==> src/rtl/isplit_pkg.sv <==
package isplit_pkg;

  // Default depth of the cut-point table
  localparam int MAX_CUTS_DEF = 16;

  // Fixed field widths
  localparam int TimeW  = 32;
  localparam int WideW  = 33;
  localparam int CountW = 5;
  localparam int SlotW  = 4;

  // Item function codes
  localparam logic FUNC_LOAD  = 1'b0;
  localparam logic FUNC_SPLIT = 1'b1;

  // Walk sequencer states, one-hot
  typedef enum logic [4:0] {
    ST_IDLE   = 5'b00001,
    ST_READ   = 5'b00010,
    ST_ADD    = 5'b00100,
    ST_DECIDE = 5'b01000,
    ST_TAIL   = 5'b10000
  } state_t;

endpackage

==> src/rtl/interval_splitter_at_cut_points_core.sv <==
// Interval splitter at cut points. A load item (func = 0) writes one 32-bit
// cut point into the cut table slot cut_index. A record item (func = 1)
// gives an interval [start_time, end_time] that is split at every used cut
// point (table entry plus cut_offset, kept 33 bits wide so it never wraps).
// Each piece comes out as one beat carrying the record id, the piece's start
// and end, its event flag (set only on the last piece), the number of cuts
// passed and a last_of_run mark. With num_cuts at zero a record yields no
// beat. num_cuts above MAX_CUTS is used as MAX_CUTS, and loads to slots past
// the table are dropped. Table slots must be loaded before a record reads
// them. A record item holds in_stall high while the walk runs, so no new
// item is taken until the record is done: each cut walked takes a table
// read, an offset add and a compare and emit, and a closing piece follows
// when the last cut falls inside the interval; an output stall holds the
// walk. The single table read port and the registered adder set the read,
// add and decide steps. num_cuts is written through the cfg channel, which
// is always ready; write it only while no record is being split.
module interval_splitter_at_cut_points_core #(
  parameter int MAX_CUTS = isplit_pkg::MAX_CUTS_DEF
) (
  input  logic                                 clk,
  input  logic                                 rst,
  // configuration write channel
  input  logic                                 cfg_valid,
  output logic                                 cfg_ready,
  input  logic [isplit_pkg::CountW-1:0]        cfg_data,
  // input channel
  input  logic                                 in_valid,
  output logic                                 in_stall,
  input  logic                                 func,
  input  logic [isplit_pkg::SlotW-1:0]         cut_index,
  input  logic signed [isplit_pkg::TimeW-1:0]  cut_value,
  input  logic signed [isplit_pkg::TimeW-1:0]  record_id,
  input  logic signed [isplit_pkg::TimeW-1:0]  start_time,
  input  logic signed [isplit_pkg::TimeW-1:0]  end_time,
  input  logic                                 event_flag,
  input  logic signed [isplit_pkg::TimeW-1:0]  cut_offset,
  // output channel
  output logic                                 out_valid,
  input  logic                                 out_stall,
  output logic signed [isplit_pkg::TimeW-1:0]  piece_id,
  output logic signed [isplit_pkg::WideW-1:0]  piece_start,
  output logic signed [isplit_pkg::WideW-1:0]  piece_end,
  output logic                                 piece_event,
  output logic [isplit_pkg::CountW-1:0]        interval_index,
  output logic                                 last_of_run
);

  localparam int IdxW = (MAX_CUTS > 1) ? $clog2(MAX_CUTS) : 1;
  localparam int TW   = isplit_pkg::TimeW;
  localparam int WW   = isplit_pkg::WideW;
  localparam int CW   = isplit_pkg::CountW;

  // Cut-point table: one write port for loads, one registered read port
  // addressed by the walk counter.
  logic [TW-1:0] cut_mem [MAX_CUTS];
  logic [TW-1:0] rd_data;
  logic [IdxW-1:0] rd_addr;

  isplit_pkg::state_t state, state_next;

  logic [CW-1:0] num_cuts;

  // Per-record working registers
  logic signed [TW-1:0] id_r;
  logic signed [WW-1:0] s_r;
  logic signed [WW-1:0] e_r;
  logic                 ev_r;
  logic signed [TW-1:0] off_r;
  logic [CW-1:0]        n_lat;
  logic [CW-1:0]        k, k_next;
  logic signed [WW-1:0] c_r;

  logic in_acc;
  logic load_acc;
  logic split_acc;
  logic [CW-1:0] n_eff;

  logic ge_end;
  logic before_start;
  logic final_cut;
  logic out_free;

  // Output load controls
  logic                 out_load;
  logic signed [WW-1:0] o_start;
  logic signed [WW-1:0] o_end;
  logic                 o_ev;
  logic [CW-1:0]        o_idx;
  logic                 o_last;
  logic                 s_take_c;

  assign cfg_ready = 1'b1;
  assign in_stall  = (state != isplit_pkg::ST_IDLE);
  assign in_acc    = in_valid && !in_stall;
  assign load_acc  = in_acc && (func == isplit_pkg::FUNC_LOAD);
  assign split_acc = in_acc && (func == isplit_pkg::FUNC_SPLIT);

  // Clamp the cut count to the table depth
  assign n_eff = (int'(num_cuts) > MAX_CUTS) ? CW'(MAX_CUTS) : num_cuts;

  assign rd_addr = IdxW'(k);

  // Table write and registered read
  always_ff @(posedge clk) begin
    if (load_acc && (int'(cut_index) < MAX_CUTS)) begin
      cut_mem[IdxW'(cut_index)] <= cut_value;
    end
    rd_data <= cut_mem[rd_addr];
  end

  // Configuration register
  always_ff @(posedge clk) begin
    if (rst) begin
      num_cuts <= '0;
    end else if (cfg_valid && cfg_ready) begin
      num_cuts <= cfg_data;
    end
  end

  // Compare the shifted cut against the current start and the record end
  assign ge_end       = (c_r >= e_r);
  assign before_start = (s_r > c_r);
  assign final_cut    = (k == (n_lat - CW'(1)));
  assign out_free     = !out_valid || !out_stall;

  // Sequencer: decide next state and which piece to emit
  always_comb begin
    state_next = state;
    k_next     = k;
    out_load   = 1'b0;
    s_take_c   = 1'b0;
    o_start    = s_r;
    o_end      = e_r;
    o_ev       = ev_r;
    o_idx      = k;
    o_last     = 1'b1;
    unique case (state)
      isplit_pkg::ST_IDLE: begin
        if (split_acc && (n_eff != '0)) begin
          state_next = isplit_pkg::ST_READ;
          k_next     = '0;
        end
      end
      isplit_pkg::ST_READ: begin
        state_next = isplit_pkg::ST_ADD;
      end
      isplit_pkg::ST_ADD: begin
        state_next = isplit_pkg::ST_DECIDE;
      end
      isplit_pkg::ST_DECIDE: begin
        priority if (ge_end) begin
          // cut at or past the end: close the record here
          if (out_free) begin
            out_load   = 1'b1;
            state_next = isplit_pkg::ST_IDLE;
          end
        end else if (before_start) begin
          if (final_cut) begin
            if (out_free) begin
              out_load   = 1'b1;
              o_idx      = n_lat;
              state_next = isplit_pkg::ST_IDLE;
            end
          end else begin
            // cut before the start: skip it
            k_next     = k + CW'(1);
            state_next = isplit_pkg::ST_READ;
          end
        end else begin
          // cut inside the interval: emit the leading piece, move the start
          if (out_free) begin
            out_load = 1'b1;
            o_end    = c_r;
            o_ev     = 1'b0;
            o_last   = 1'b0;
            s_take_c = 1'b1;
            if (final_cut) begin
              state_next = isplit_pkg::ST_TAIL;
            end else begin
              k_next     = k + CW'(1);
              state_next = isplit_pkg::ST_READ;
            end
          end
        end
      end
      isplit_pkg::ST_TAIL: begin
        // closing piece after the last cut
        if (out_free) begin
          out_load   = 1'b1;
          o_idx      = n_lat;
          state_next = isplit_pkg::ST_IDLE;
        end
      end
      default: begin
        state_next = isplit_pkg::ST_IDLE;
      end
    endcase
  end

  always_ff @(posedge clk) begin
    if (rst) begin
      state <= isplit_pkg::ST_IDLE;
      k     <= '0;
    end else begin
      state <= state_next;
      k     <= k_next;
    end
  end

  // Record registers: capture on accept, advance the start as cuts pass
  always_ff @(posedge clk) begin
    if (split_acc) begin
      id_r  <= record_id;
      s_r   <= {start_time[TW-1], start_time};
      e_r   <= {end_time[TW-1], end_time};
      ev_r  <= event_flag;
      off_r <= cut_offset;
      n_lat <= n_eff;
    end else if (s_take_c) begin
      s_r <= c_r;
    end
    if (state == isplit_pkg::ST_ADD) begin
      c_r <= signed'({rd_data[TW-1], rd_data}) + signed'({off_r[TW-1], off_r});
    end
  end

  // Output register: hold the beat until the sink takes it
  always_ff @(posedge clk) begin
    if (rst) begin
      out_valid <= 1'b0;
    end else if (out_load) begin
      out_valid <= 1'b1;
    end else if (!out_stall) begin
      out_valid <= 1'b0;
    end
  end

  always_ff @(posedge clk) begin
    if (out_load) begin
      piece_id       <= id_r;
      piece_start    <= o_start;
      piece_end      <= o_end;
      piece_event    <= o_ev;
      interval_index <= o_idx;
      last_of_run    <= o_last;
    end
  end

  // A piece that does not close the record never carries the event
  a_event_only_last : assert property (@(posedge clk) disable iff (rst)
    out_valid && !last_of_run |-> !piece_event)
    else $error("event flag on a non-final piece");

  // A leading piece never runs backward
  a_piece_order : assert property (@(posedge clk) disable iff (rst)
    out_valid && !last_of_run |-> piece_start <= piece_end)
    else $error("leading piece ends before it starts");

  // The walk counter stays inside the used cuts while busy
  a_walk_bound : assert property (@(posedge clk) disable iff (rst)
    (state != isplit_pkg::ST_IDLE) |-> (k < n_lat))
    else $error("walk counter past the used cuts");

  // A split item with cuts in use starts the walk on the next cycle
  a_walk_start : assert property (@(posedge clk) disable iff (rst)
    split_acc && (n_eff != '0) |=> (state == isplit_pkg::ST_READ) && (k == '0))
    else $error("walk did not start after a split item");

endmodule

==> config.mk <==
export PLATFORM = sky130hd
export DESIGN_NAME = interval_splitter_at_cut_points_core
export DESIGN_NICKNAME = d
export VERILOG_FILES = /design/src/rtl/isplit_pkg.sv /design/src/rtl/interval_splitter_at_cut_points_core.sv
export SDC_FILE = /design/constraint.sdc
export NUM_CORES = 1
export LEC_CHECK = 0
export ABC_AREA = 0
export BUFFER_PORTS_ARGS = -buffer_cell sky130_fd_sc_hd__buf_2
export CAP_MARGIN = 20
export CORE_MARGIN = 4
export CORE_UTILIZATION = 47
export DETAILED_ROUTE_END_ITERATION = 7
export HOLD_SLACK_MARGIN = 0.1
export MAX_ROUTING_LAYER = met4
export PLACE_DENSITY = 0.76
export SETUP_SLACK_MARGIN = 0.2
export SLEW_MARGIN = 30
export SYNTH_ARGS = -nofsm -noshare
export SYNTH_HDL_FRONTEND = slang
export SYNTH_SLANG_ARGS = --single-unit
==> constraint.sdc <==
create_clock -name clk -period 21 [get_ports clk]
set_clock_uncertainty 0.1 [all_clocks]
set_input_delay 1.05 -clock clk [delete_from_list [all_inputs] [get_ports clk]]
set_output_delay 1.05 -clock clk [all_outputs]
set_load 0.01 [all_outputs]
==> results of run 1 <==
kinds of logic (layout without fill, tap and decap cells):
kind of cell,Yosys count,in the layout
AOI/OAI and AO/OA,202,202
xor gates and xnor gates,31,31
adders and majority gates,101,101
buffers and inverters,147,549
DFF,833,833
muxes,206,206
other,1,19
and+or+nand+nor,232,232
cell usage in the layout, fill, tap and decap left out, types with 18 or more instances in the layout:
master and instances:
a21oi_1 57, diode_2 18, clkbuf_16 81, clkbuf_1 25, inv_1 88, dfxtp_1 45
buf_4 27, mux2i_1 41, mux4_2 160, o21ai_0 48, nor2_1 39, edfxtp_1 785
nand2_1 73, xnor2_1 19, ha_1 100, buf_2 282
registers in the layout (all words and copies together) (netlist names):
register / count
last_of_run: 1
ev_r: 1
piece_event: 1
piece_end: 33
out_valid: 1
off_r: 32
piece_id: 32
k: 5
state: 5
interval_index: 5
cut_mem: 512
o_start: 33
piece_start: 33
e_r: 32
id_r: 32
n_lat: 5
c_r: 33
rd_data: 32
num_cuts: 5
routing by layer:
| metal | track usage | up-vias | wire, µm |
|---|---|---|---|
| li1 | - | 7733 | - |
| met1 | 0.2364 | 8865 | 28430 |
| met2 | 0.3609 | 723 | 39480 |
| met3 | 0.04288 | 130 | 5501 |
| met4 | 0.06271 | 0 | 1952 |
| met5 | - | - | 0 |
cell usage after synthesis (4+ instances only):
| master | n | area share |
|---|---|---|
| xor2_1 | 12 | 0.0032 |
| o31ai_1 | 4 | 0.00090 |
| ha_1 | 100 | 0.038 |
| a21oi_1 | 58 | 0.0087 |
| o211ai_1 | 4 | 0.00090 |
| nand3_1 | 16 | 0.0024 |
| nor2b_1 | 14 | 0.0026 |
| and3_1 | 6 | 0.0011 |
| or3_1 | 4 | 0.00075 |
| inv_1 | 89 | 0.010 |
| clkbuf_8 | 4 | 0.0017 |
| nor3_1 | 17 | 0.0026 |
| and2_1 | 5 | 0.00094 |
| nand2_1 | 73 | 0.0082 |
| mux2_4 | 4 | 0.0018 |
| o21ai_1 | 8 | 0.0012 |
| mux4_2 | 160 | 0.11 |
| nor4_1 | 4 | 0.00075 |
| clkbuf_1 | 32 | 0.0036 |
| o21ai_0 | 48 | 0.0072 |
| mux2i_1 | 41 | 0.012 |
| xnor2_1 | 19 | 0.0050 |
| a31oi_1 | 5 | 0.00094 |
| nand2b_1 | 6 | 0.0011 |
| a21o_1 | 16 | 0.0036 |
| buf_6 | 5 | 0.0017 |
| nand3b_1 | 4 | 0.00090 |
| nand4_1 | 15 | 0.0028 |
| o21bai_1 | 6 | 0.0014 |
| edfxtp_1 | 785 | 0.71 |
| a211oi_1 | 11 | 0.0025 |
| dfxtp_1 | 48 | 0.029 |
| buf_1 | 12 | 0.0014 |
| o21a_1 | 5 | 0.0011 |
| nor2_1 | 51 | 0.0057 |
final timing paths:
kind              startpoint            end  slack, ps  depth (start not counted)
hold / removal      id_r[28]   piece_id[28]        320                          0
hold reg to reg     id_r[28]   piece_id[28]        320                          0
setup reg to reg      c_r[2]  piece_end[20]      16960                         12
setup / recovery      c_r[2]  piece_end[20]      16960                         12
through the flow:
stage	area (µm²)	std cells
2_1_floorplan	33320	1753
3_3_place_gp	35890	2946
3_5_place_dp	35900	2946
4_1_cts	38510	3093
5_1_grt	38600	3110
6_report	38600	3113
layout make-up:
type | count | area share
Tap cell | 940 | 0.03047
Clock inverter | 34 | 0.01031
Multi-Input combinational cell | 773 | 0.2126
Antenna cell | 18 | 0.001167
Clock buffer | 113 | 0.05743
Timing Repair Buffer | 313 | 0.04350
Sequential cell | 833 | 0.6357
Inverter | 89 | 0.008783
power groups by stage:
stage / clock network (mW) / registers, mW / logic (mW)
2_1_floorplan: 0 / 1.88 / 0.0531
3_3_place_gp: 0 / 1.88 / 0.0998
3_5_place_dp: 0 / 1.88 / 0.105
4_1_cts: 1.45 / 1.85 / 0.105
5_1_grt: 1.53 / 1.85 / 0.116
6_report: 1.43 / 1.85 / 0.105
==> flow_summary.ini, run 1 <==
[worst_setup_path]
crit_chain = inv_1, ha_1, a21oi_1, o21ai_0, a221o_1, o31ai_1, and4_2, a21o_1, o21ai_1, a21oi_4, buf_4, buf_16
startpoint_type = flop
critPathBufInv = 3
crit_type = reg2reg
cp_top_family = compound AO/OA/AOI/OAI gates
worstSetupEndpointType = flop
worstPathMaxFanout = 56
crit_path_top_delay_cell = edfxtp_1
arrival_ps = 4220
worst_path_largest_cell_delay_ps = 400
crit_required_ps = 21180

[finish]
regArea_mm2 = 0.02454
final_net_count = 2366
multi_input_area_mm2 = 0.008208
utilization = 0.5503
layout-drive-gt1-share = 0.2896
syn_to_final_growth_pct = 15.84
num-fill-cells = 5258

[synthesis]
seq_area_frac_synth = 0.7362
synthCells = 1753
synth-main-ff-cell = edfxtp_1
synth_mux_area_frac = 0.1226
ys_warn_count = 0
synth_top_family_by_area = multiplexers
synth_xor_area_frac = 0.008147
synth-async-reset-ratio = 0
synth-seq-cells = 833
synth_edf_count = 785
synth-compound-area-share = 0.04066
synth_nets = 2030
synth.avg_cell_area_um2 = 19.01
yosysUniqueCellTypes = 76
synth-simple-area-share = 0.03462
synth_area_mm2 = 0.03332
synth_adder_area_share = 0.03815

[timing]
finalHoldViolations = 0
period_needed_ps = 4040
worst_slew_pin_slew_ps = 831.4
fmax_mhz = 247.5
tns_ps = 0
timing.hold.ws_ps = 318.5
slew_headroom = 0.4458
setup_ws_ps = 16960
slew_violations = 0
setup_viol = 0
period_share = 0.1924
grt_setup_unrepaired = no

[power]
p_leak_nw = 13.49
powerDensity_mw_per_mm2 = 87.63
power_mw = 3.383
power_switching_uw = 677.8
swShare = 0.2004
ir_drop_mv = 0.06225
internal_power_mw = 2.705
pwr-share-comb = 0.031
clockPowerShare = 0.422
p_seq_frac = 0.547

[clock_network]
cts_root_buf = clkbuf_16
cts_htree_levels = 3
cts_buffers = 79
ctsLongestPathBuffers = 3
clk_latency_ps = 620
hold_buffers = 0
cts_resized = 0
clkSlewWorstSetupHoldPaths_ps = 60
postCtsSetupBuffers = 0
cts.sinks = 833
cts_tree = yes

[run_status]
status = finished clean

[flow_run]
maxCapViolCount = 0

[drt]
drtIter0Drc = 1612
post_drt_via_cell_ratio = 5.606
wl_per_cell_um = 24.21
drt_pre_antenna_iters = 5
drc = 0
ant_nets = 0
wl_um = 75370
vias = 17450

[place]
dp_slack_ps = 16310
dp_hpwl_um = 46510
numPortBuffers = 282
place.gp.congestion = 0.9540

[grt]
track_usage = 0.2046
grt_pass1_vias = 18160
grt-ovfl-total = 0
grt_max_degree = 93
grt_pass1_wl_um = 112200
antenna_found_initial = 16

[floorplanning]
die_x_um = 274.3
die_area_mm2 = 0.07523
rows = 97
io_pins = 284
core-area_mm2 = 0.07015
initial_utilization = 0.4750
die_height_um = 274.3

[hold_path]
hold_class = reg2reg
Note: power is estimated with default switching activity, not from simulation.
==> run 2, diff against run 1 <==
--- a/config.mk
+++ b/config.mk
@@ -13,7 +13,7 @@
 export DETAILED_ROUTE_END_ITERATION = 7
 export HOLD_SLACK_MARGIN = 0.1
 export MAX_ROUTING_LAYER = met4
-export PLACE_DENSITY = 0.76
+export PLACE_DENSITY = 0.79
 export SETUP_SLACK_MARGIN = 0.2
 export SLEW_MARGIN = 30
 export SYNTH_ARGS = -nofsm -noshare
==> constraint.sdc (replaced) <==
create_clock -name clk -period 3.2 [get_ports clk]
set_clock_uncertainty 0.1 [all_clocks]
set_input_delay 0.16 -clock clk [delete_from_list [all_inputs] [get_ports clk]]
set_output_delay 0.16 -clock clk [all_outputs]
set_load 0.01 [all_outputs]
==> flow_summary.ini, run 2 (synthesis gave the netlist of run 1 again) <==
[run_status]
status = finished clean

[timing]
worst_slew_pin_slew_ps = 866.6
slew_headroom = 0.4223
setup_viol = 0
slew_violations = 0
tns_ps = 0
period_needed_ps = 3154
fmax_mhz = 317.1
grt_setup_unrepaired = yes
finalHoldViolations = 0
period_share = 0.9856

[clock_network]
clkSlewWorstSetupHoldPaths_ps = 60
cts.sinks = 833
cts_root_buf = clkbuf_16
cts_tree = yes
clk_latency_ps = 620
ctsLongestPathBuffers = 3
cts_htree_levels = 3
cts_buffers = 81

[floorplanning]
die_x_um = 274.3
rows = 97
die_height_um = 274.3
io_pins = 284
initial_utilization = 0.4750
die_area_mm2 = 0.07523
core-area_mm2 = 0.07015

[finish]
final_net_count = 2601
syn_to_final_growth_pct = 24.83
layout_commonest_cell = edfxtp_1
largest_reg_flops = 512
top_register = cut_mem
layout_common_cells = 785 x edfxtp_1, 282 x buf_2, 178 x dlygate4sd3_1, 160 x mux4_2, 89 x ha_1
layout-drive-gt1-share = 0.3129

[power]
p_leak_nw = 14.65
clockPowerShare = 0.415
swShare = 0.2057
ir_drop_mv = 0.3769
power_switching_mw = 4.612
p_seq_frac = 0.542
powerDensity_mw_per_mm2 = 539.0
internal_power_mw = 17.81
power_mw = 22.42
pwr-share-comb = 0.043

[place]
numPortBuffers = 282
place.gp.congestion = 0.9161
dp_hpwl_um = 48480

[drt]
post_drt_via_cell_ratio = 5.678
drc = 0
drt_pre_antenna_iters = 6
wl_um = 84950
wl_per_cell_um = 25.42
drtIter0Drc = 2139
ant_nets = 0
vias = 18980

[worst_setup_path]
worstPathMaxFanout = 12
worstSetupEndpointType = flop
arrival_ps = 3380
startpoint_type = flop
crit_required_ps = 3430
crit_type = reg2reg

[grt]
grt_pass1_vias = 19570
antenna_found_initial = 14
grt-ovfl-total = 0
grt_max_degree = 85
grt_pass1_wl_um = 122300
track_usage = 0.2249

[flow_run]
maxCapViolCount = 0

[hold_path]
hold_class = in2reg
-- run 2: worst paths after layout --
path | startpoint | end | slack [ps] | cells past startpoint
worst max-delay path | c_r[8] | piece_id[0] | 50 | 13
worst min-delay path | cut_index[0] | cut_mem[8][2] | 150 | 3
worst max register to register | c_r[8] | piece_id[0] | 50 | 13
worst min register to register | id_r[31] | piece_id[31] | 330 | 0
-- run 2: what timing repair did --
action,4_1_cts,5_1_grt
pin swaps,4,16
hold buffers,178,0
endpoints found under the setup margin,189,195
gates resized for setup,14,47
cloned,0,7
setup buffers,5,14
endpoints found under the hold margin,659,0
-- run 2: through the flow --
step	hold WS, ps	instance area [µm²]	setup WS, ps	std cells	util
after global placement	238.5	36650	-48.52	2977	0.5224
final	150.7	41600	46.01	3342	0.5930
after floorplan	158.9	33510	-1094	1753	-
after global routing	138.6	41590	-27.34	3341	0.5929
after CTS	117.6	41090	90.77	3306	0.5858
after detailed placement	238.1	36650	-6.955	2977	0.5224
-- run 2: layout make-up --
| type | instances | area (µm²) |
|---|---|---|
| multi-input combinational | 773 | 8546 |
| sequential | 833 | 24540 |
| inverter | 89 | 339.1 |
| timing repair buffer | 546 | 4390 |
| clock buffer | 97 | 2118 |
| fill | 4903 | 28550 |
| antenna | 15 | 37.54 |
| tap | 940 | 1176 |
| clock inverter | 49 | 447.9 |
-- run 2: critical path, stage by stage, from the launching register on --
cell      delay (ps)
edfxtp_1         400
inv_1            110
ha_1             260
nand4_1          250
nor3_1           100
a221o_1          320
o31ai_2          190
and4_4           280
a21o_4           160
o21ai_4           60
a21oi_4          180
buf_12           150
buf_16           140
buf_16           150
-- run 2: per-layer routing --
metal / up-vias / global-route usage / wire length [µm]
met4: 0 / 0.07368 / 2988
met2: 965 / 0.4013 / 45020
li1: 8210 / - / -
met5: - / - / 0
met3: 190 / 0.04051 / 6654
met1: 9612 / 0.2581 / 30280
-- run 2: power by group through the flow --
stage                     combinational (mW)  sequential, mW  clock (mW)
final                                  0.969            12.1        9.31
after detailed placement               0.726            12.4           0
after CTS                              0.923            12.1        9.44
after global placement                 0.692            12.4           0
after global routing                    1.04            12.1        9.94
after floorplan                        0.359            12.3           0
